[src/hw/rtl/gcl_pkg.sv]
package gcl_pkg;

   localparam int GRID_DEPTH = 256;
   localparam int COORD_WIDTH = 32;
   localparam int IDX_W = $clog2(GRID_DEPTH);
   localparam int WGT_W = 17;
   localparam int FRAC_STEPS = 16;
   localparam logic [WGT_W-1:0] WGT_ONE = 17'h10000;

   typedef enum logic [1:0] {
      FUNC_WRITE_X = 2'd0,
      FUNC_WRITE_Y = 2'd1,
      FUNC_LOCATE  = 2'd2,
      FUNC_NONE    = 2'd3
   } func_type;

   typedef enum logic [1:0] {
      CSR_LOWER_X = 2'd0,
      CSR_UPPER_X = 2'd1,
      CSR_LOWER_Y = 2'd2,
      CSR_UPPER_Y = 2'd3
   } csr_index_type;

   // Queued command between front and back
   typedef struct packed {
      func_type                       func;
      logic [IDX_W-1:0]               entry_index;
      logic signed [COORD_WIDTH-1:0]  coord_x;
      logic signed [COORD_WIDTH-1:0]  coord_y;
   } cmd_type;

   typedef struct packed {
      logic [IDX_W-1:0]  cell_x;
      logic [IDX_W-1:0]  cell_y;
      logic [WGT_W-1:0]  weight_x;
      logic [WGT_W-1:0]  weight_y;
   } result_type;

   typedef enum logic [3:0] {
      ST_IDLE,
      ST_AXIS,
      ST_RD_LO,
      ST_CHK_LO,
      ST_CHK_HI,
      ST_BIS_RD,
      ST_BIS_CHK,
      ST_W_RD0,
      ST_W_RD1,
      ST_W_CHK,
      ST_DIV,
      ST_NEXT,
      ST_OUT
   } back_state_type;

endpackage

[src/hw/rtl/gcl_front.sv]
// Accepts items, drops unused codes and queues the rest for the back end
module gcl_front (
   input  logic                               clock,
   input  logic                               reset,
   input  logic                               req_valid,
   output logic                               req_stall,
   input  logic [1:0]                         req_func,
   input  logic [7:0]                         req_entry_index,
   input  logic signed [31:0]                 req_coord_x,
   input  logic signed [31:0]                 req_coord_y,
   output logic                               q_valid,
   output gcl_pkg::cmd_type                   q_cmd,
   input  logic                               q_pop
);

   logic                q_count_ff, q_count_in;
   logic                q1_ff, q1_in;
   gcl_pkg::cmd_type    q0_ff, q0_in, q1d_ff, q1d_in;
   gcl_pkg::cmd_type    cmd;
   logic                push;

   // Two-entry queue: q0 is the head
   assign req_stall = q1_ff;
   assign push = req_valid && !req_stall &&
                 (gcl_pkg::func_type'(req_func) != gcl_pkg::FUNC_NONE);

   always_comb begin
      cmd.func        = gcl_pkg::func_type'(req_func);
      cmd.entry_index = req_entry_index[gcl_pkg::IDX_W-1:0];
      cmd.coord_x     = req_coord_x;
      cmd.coord_y     = req_coord_y;
   end

   assign q_valid = q_count_ff;
   assign q_cmd   = q0_ff;

   always_comb begin
      q_count_in = q_count_ff;
      q1_in      = q1_ff;
      q0_in      = q0_ff;
      q1d_in     = q1d_ff;
      if (q_pop) begin
         // advance head
         q0_in      = q1_ff ? q1d_ff : cmd;
         q_count_in = q1_ff || push;
         q1_in      = 1'b0;
      end else if (push) begin
         if (!q_count_ff) begin
            q0_in      = cmd;
            q_count_in = 1'b1;
         end else begin
            q1d_in = cmd;
            q1_in  = 1'b1;
         end
      end
   end

   always_ff @(posedge clock) begin
      if (reset) begin
         q_count_ff <= 1'b0;
         q1_ff      <= 1'b0;
      end else begin
         q_count_ff <= q_count_in;
         q1_ff      <= q1_in;
      end
      q0_ff  <= q0_in;
      q1d_ff <= q1d_in;
   end

endmodule

[config.mk]
export PLATFORM = sky130hd
export DESIGN_NAME = gcl_front
export DESIGN_NICKNAME = d
export VERILOG_FILES = /design/src/hw/rtl/gcl_pkg.sv /design/src/hw/rtl/gcl_front.sv
export SDC_FILE = /design/constraint.sdc
export NUM_CORES = 1
export LEC_CHECK = 0
export BUFFER_PORTS_ARGS = -buffer_cell sky130_fd_sc_hd__buf_2
export CORE_ASPECT_RATIO = 1.75
export CORE_MARGIN = 3
export CORE_UTILIZATION = 55
export DETAILED_ROUTE_END_ITERATION = 16
export GPL_ROUTABILITY_DRIVEN = 0
export GPL_TIMING_DRIVEN = 0
export PLACE_DENSITY = 0.8
export SETUP_SLACK_MARGIN = 0.4
export SYNTH_ARGS = -nofsm -noshare
export SYNTH_HDL_FRONTEND = slang
export SYNTH_SLANG_ARGS = --single-unit
[constraint.sdc]
create_clock -name clock -period 16.5 [get_ports clock]
set_clock_uncertainty 0.1 [all_clocks]
set_input_delay 3.3 -clock clock [delete_from_list [all_inputs] [get_ports clock]]
set_output_delay 3.3 -clock clock [all_outputs]
set_load 0.005 [all_outputs]
==> results summary <==
The final cell area excluding filler cells is 0.00730 mm^2. The number of setup buffers added after CTS came out at 0. The vertical extent of the die came out at 140 um. The die area is 0.0115 mm^2. The required time at the endpoint of the critical path is 16.52 ns. The switching power as a share of total power is 19.2%. The sequential-to-total area share from yosys stat is 79.7%.

The total wire length after detailed routing came out at 10400 um. The overall power is 911 uW. The average footprint of a synthesized cell is 23.4 um^2. The worst setup slack for register-to-register paths came out at 14.22 ns. Hold timing on the final database bottoms out at a slack of 0.447 ns.

The run finished with clean final reports. The highest-delay cell along the critical path is o21bai_4. The maximum number of pins on one net before global-route repair came out at 34. Measured on the finished design, the core utilization comes to 73.7%. Walking the worst path, the cells encountered are buf_2, nand2_1, nand3b_1, o21bai_4, buf_12, buf_16. The overall track demand over capacity in global routing came out at 19.3%.

The worst pin sits at a relative slew slack of 37.9%. In this run the worst setup path terminates at q_cmd[47]. The fraction of power consumed by sequential logic is 48.8%. The worst path arrival time is 5.02 ns. The layout overhead on the synthesized area is 29.7%. For this run, design rule violations remaining after detail routing come to 0. Once the clock tree was built, the resizer swapped 0 gates to a different size. The detail-routed via count per cell is 5.19.

The number of ports placed on the die boundary is 154. The count of buffers added on input and output ports is 153. The effective utilization at floorplan is 56.8%. The per-cell routed wire length came out at 18.8 um. The transition time at the pin with the least slew margin is 0.929 ns. The post-synthesis instance area came out at 0.00563 mm^2. The combinational share of power is 6.1%. The peak fanout along the critical path came out at 29.

The routed design could run at a clock period as short as 5.00 ns. The number of buffers added to fix hold violations after cts came out at 0. The worst hold path belongs to the class reg2reg. The count of distinct cell types in the synthesized netlist is 13. Setup total negative slack on the finished layout was measured at 0 ns. The clock input transition at the sequential cells of the worst setup and hold paths is 0.06 ns. The net switching power came out at 175 uW. The TritonCTS clock tree is yes. The area share of the largest cell type after synthesis came out at 79.0%.

The path depth of the worst reg2reg path is 4. The worst reg2reg path startpoint is req_stall. The core region area is 0.00991 mm^2.

The number of H-tree levels came out at 4. The remaining number of nets flagged by the antenna check after routing is 0. The minimum setup slack in the final design came out at 11.50 ns. By area the synthesized netlist is led by edfxtp_1 79%, mux2_4 13%, mux2_2 5.0%. The worst flop-to-flop path endpoint is q_cmd[47]. Counting tap cells, the placed design contains a total of 523 instances.

Counting along the longest clock path gives a buffer depth of 2. The number of nets in the synthesized netlist came out at 319. The critical path is of the in2reg type. The placed wire-length estimate after detailed placement is 7200 um.

The number of antenna violations at the first check in global routing came out at 0. The placed instance area is 0.00667 mm^2. The overall overflow remaining after global route came out at 0. The first-pass GRT wire length is 15800 um.

The power density over cell area is 125 mW/mm^2. The clock share of power is 45.2%. The setup violation total in the final timing report came out at 0. The internal power of the cells is 736 uW. The maximum single-stage delay on the critical path came out at 0.79 ns.

The number of nets in the finished design is 495. The via count of the first global-routing pass is 3072. The row count came out at 48. The post-route non-filler standard cell count is 554. The count of final hold-check violations is 0. The die extent in x is 82.5 um. The clock sink total is 150. The count of antenna diodes in the layout came out at 0. Summed over all instances, the cell type with the most area after synthesis is edfxtp_1. The detailed router's first-iteration violation count came out at 92. The share of the cycle needed by the critical path after routing came out at 30.3%. The cell sitting at the root of the clock tree is a clkbuf_16. The total clock buffers created by CTS came out at 17. Setup repair after global routing left no endpoint under its margin.

The worst IR drop on VDD is 0.0993 mV. Before CTS, the worst setup slack after placement is 11.08 ns. After synthesis the netlist holds a flip-flop and latch count of 150. For this run, the top clock speed supported by timing is 200 MHz. In the final layout, the share of cells above drive strength 1 is 62.9%. The start point of the critical path is req_func[1]. The detailed router placed 2873 vias in this run. The sort of element at the start of the critical path is an input port. The worst setup path is captured at a flip-flop. For this run, the number of Yosys warnings is 0. The reported max-cap violation count came out at 0. Counting every instance in the synthesized netlist gives 241. The final number of max-transition violations came out at 0.

The number of detailed-routing iterations run before antenna repair came out at 4. The source-to-sink clock delay at the later pin of the worst-skew pair is 0.41 ns. In this run the static leakage power is 3.01 nW.
[synthesized netlist by cell type, drive strengths merged]
library cell  instances
edfxtp              148
mux2                 74
buf                   8
a31oi                 2
dfxtp                 2
nand2                 2
nand2b                1
nand3b                1
nor2                  1
nor3                  1
o21bai                1
[how the worst min path moves through the flow]
stage               start        end  slack, ns  cells after the start
2_1_floorplan     q_valid    q_valid       0.42                      2
3_3_place_gp      q_valid    q_valid       0.42                      2
3_5_place_dp   q1d_ff[71]  q_cmd[71]       0.44                      1
4_1_cts        q1d_ff[26]  q_cmd[26]       0.45                      1
5_1_grt        q1d_ff[71]  q_cmd[71]       0.46                      1
6_report       q1d_ff[26]  q_cmd[26]       0.45                      1
[placed cells by master (no fill, tap or decap)]
cell | Yosys | final
a31oi_1 | 2 | 2
buf_12 | 0 | 2
buf_16 | 0 | 2
buf_2 | 2 | 155
buf_6 | 6 | 6
bufinv_16 | 0 | 5
clkbuf_16 | 0 | 17
clkinv_1 | 0 | 2
clkinv_2 | 0 | 2
clkinv_4 | 0 | 3
clkinvlp_4 | 0 | 2
dfxtp_1 | 2 | 2
edfxtp_1 | 148 | 148
mux2_2 | 25 | 25
mux2_4 | 49 | 49
nand2_1 | 2 | 2
nand2b_1 | 1 | 1
nand3b_1 | 1 | 1
nor2_4 | 0 | 1
nor3_1 | 1 | 1
o21bai_4 | 0 | 1
[layer usage]
layer  track usage, %  vias to the layer above  part of all wire [%]
li1                 -                     1327                     -
met1             21.1                     1402                    36
met2             31.7                      117                    54
met3             6.54                       27                   5.8
met4             11.0                        0                   3.9
met5                0                        -                     0
[power groups by stage]
| stage | Sequential [mW] | Clock, mW | Combinational, mW |
|---|---|---|---|
| 3_5_place_dp | 0.452 | 0 | 0.0557 |
| 3_3_place_gp | 0.455 | 0 | 0.0503 |
| 6_report | 0.444 | 0.412 | 0.0552 |
| 2_1_floorplan | 0.456 | 0 | 0.0198 |
| 5_1_grt | 0.446 | 0.434 | 0.0599 |
| 4_1_cts | 0.445 | 0.420 | 0.0562 |
[sequential cells by signal, summed over array words and instances, names as in the netlist]
signal,flops
req_stall,1
q_valid,1
q_cmd,74
q1d_ff,74
[logic make-up after synthesis]
family	after synthesis	synth area share [%]
buf+inv	8	1.38
mux	74	18.1
flops	150	79.7
compound gates	3	0.356
simple gates	6	0.533
[final cells by class]
type,instances,area [um^2]
plain buffers,8,77.6
clock buffers,17,425
clock inverters,14,209
fillers,627,2610
multi-input cells,83,1090
flip-flops and latches,150,4480
well taps,125,156
repair buffers,157,861
[critical path, delay by kind of cell]
family | cells | cell delay (ns)
simple gates | 2 | 0.32
buf+inv | 3 | 0.60
compound gates | 1 | 0.79
Note: power is estimated with default switching activity, not from simulation.
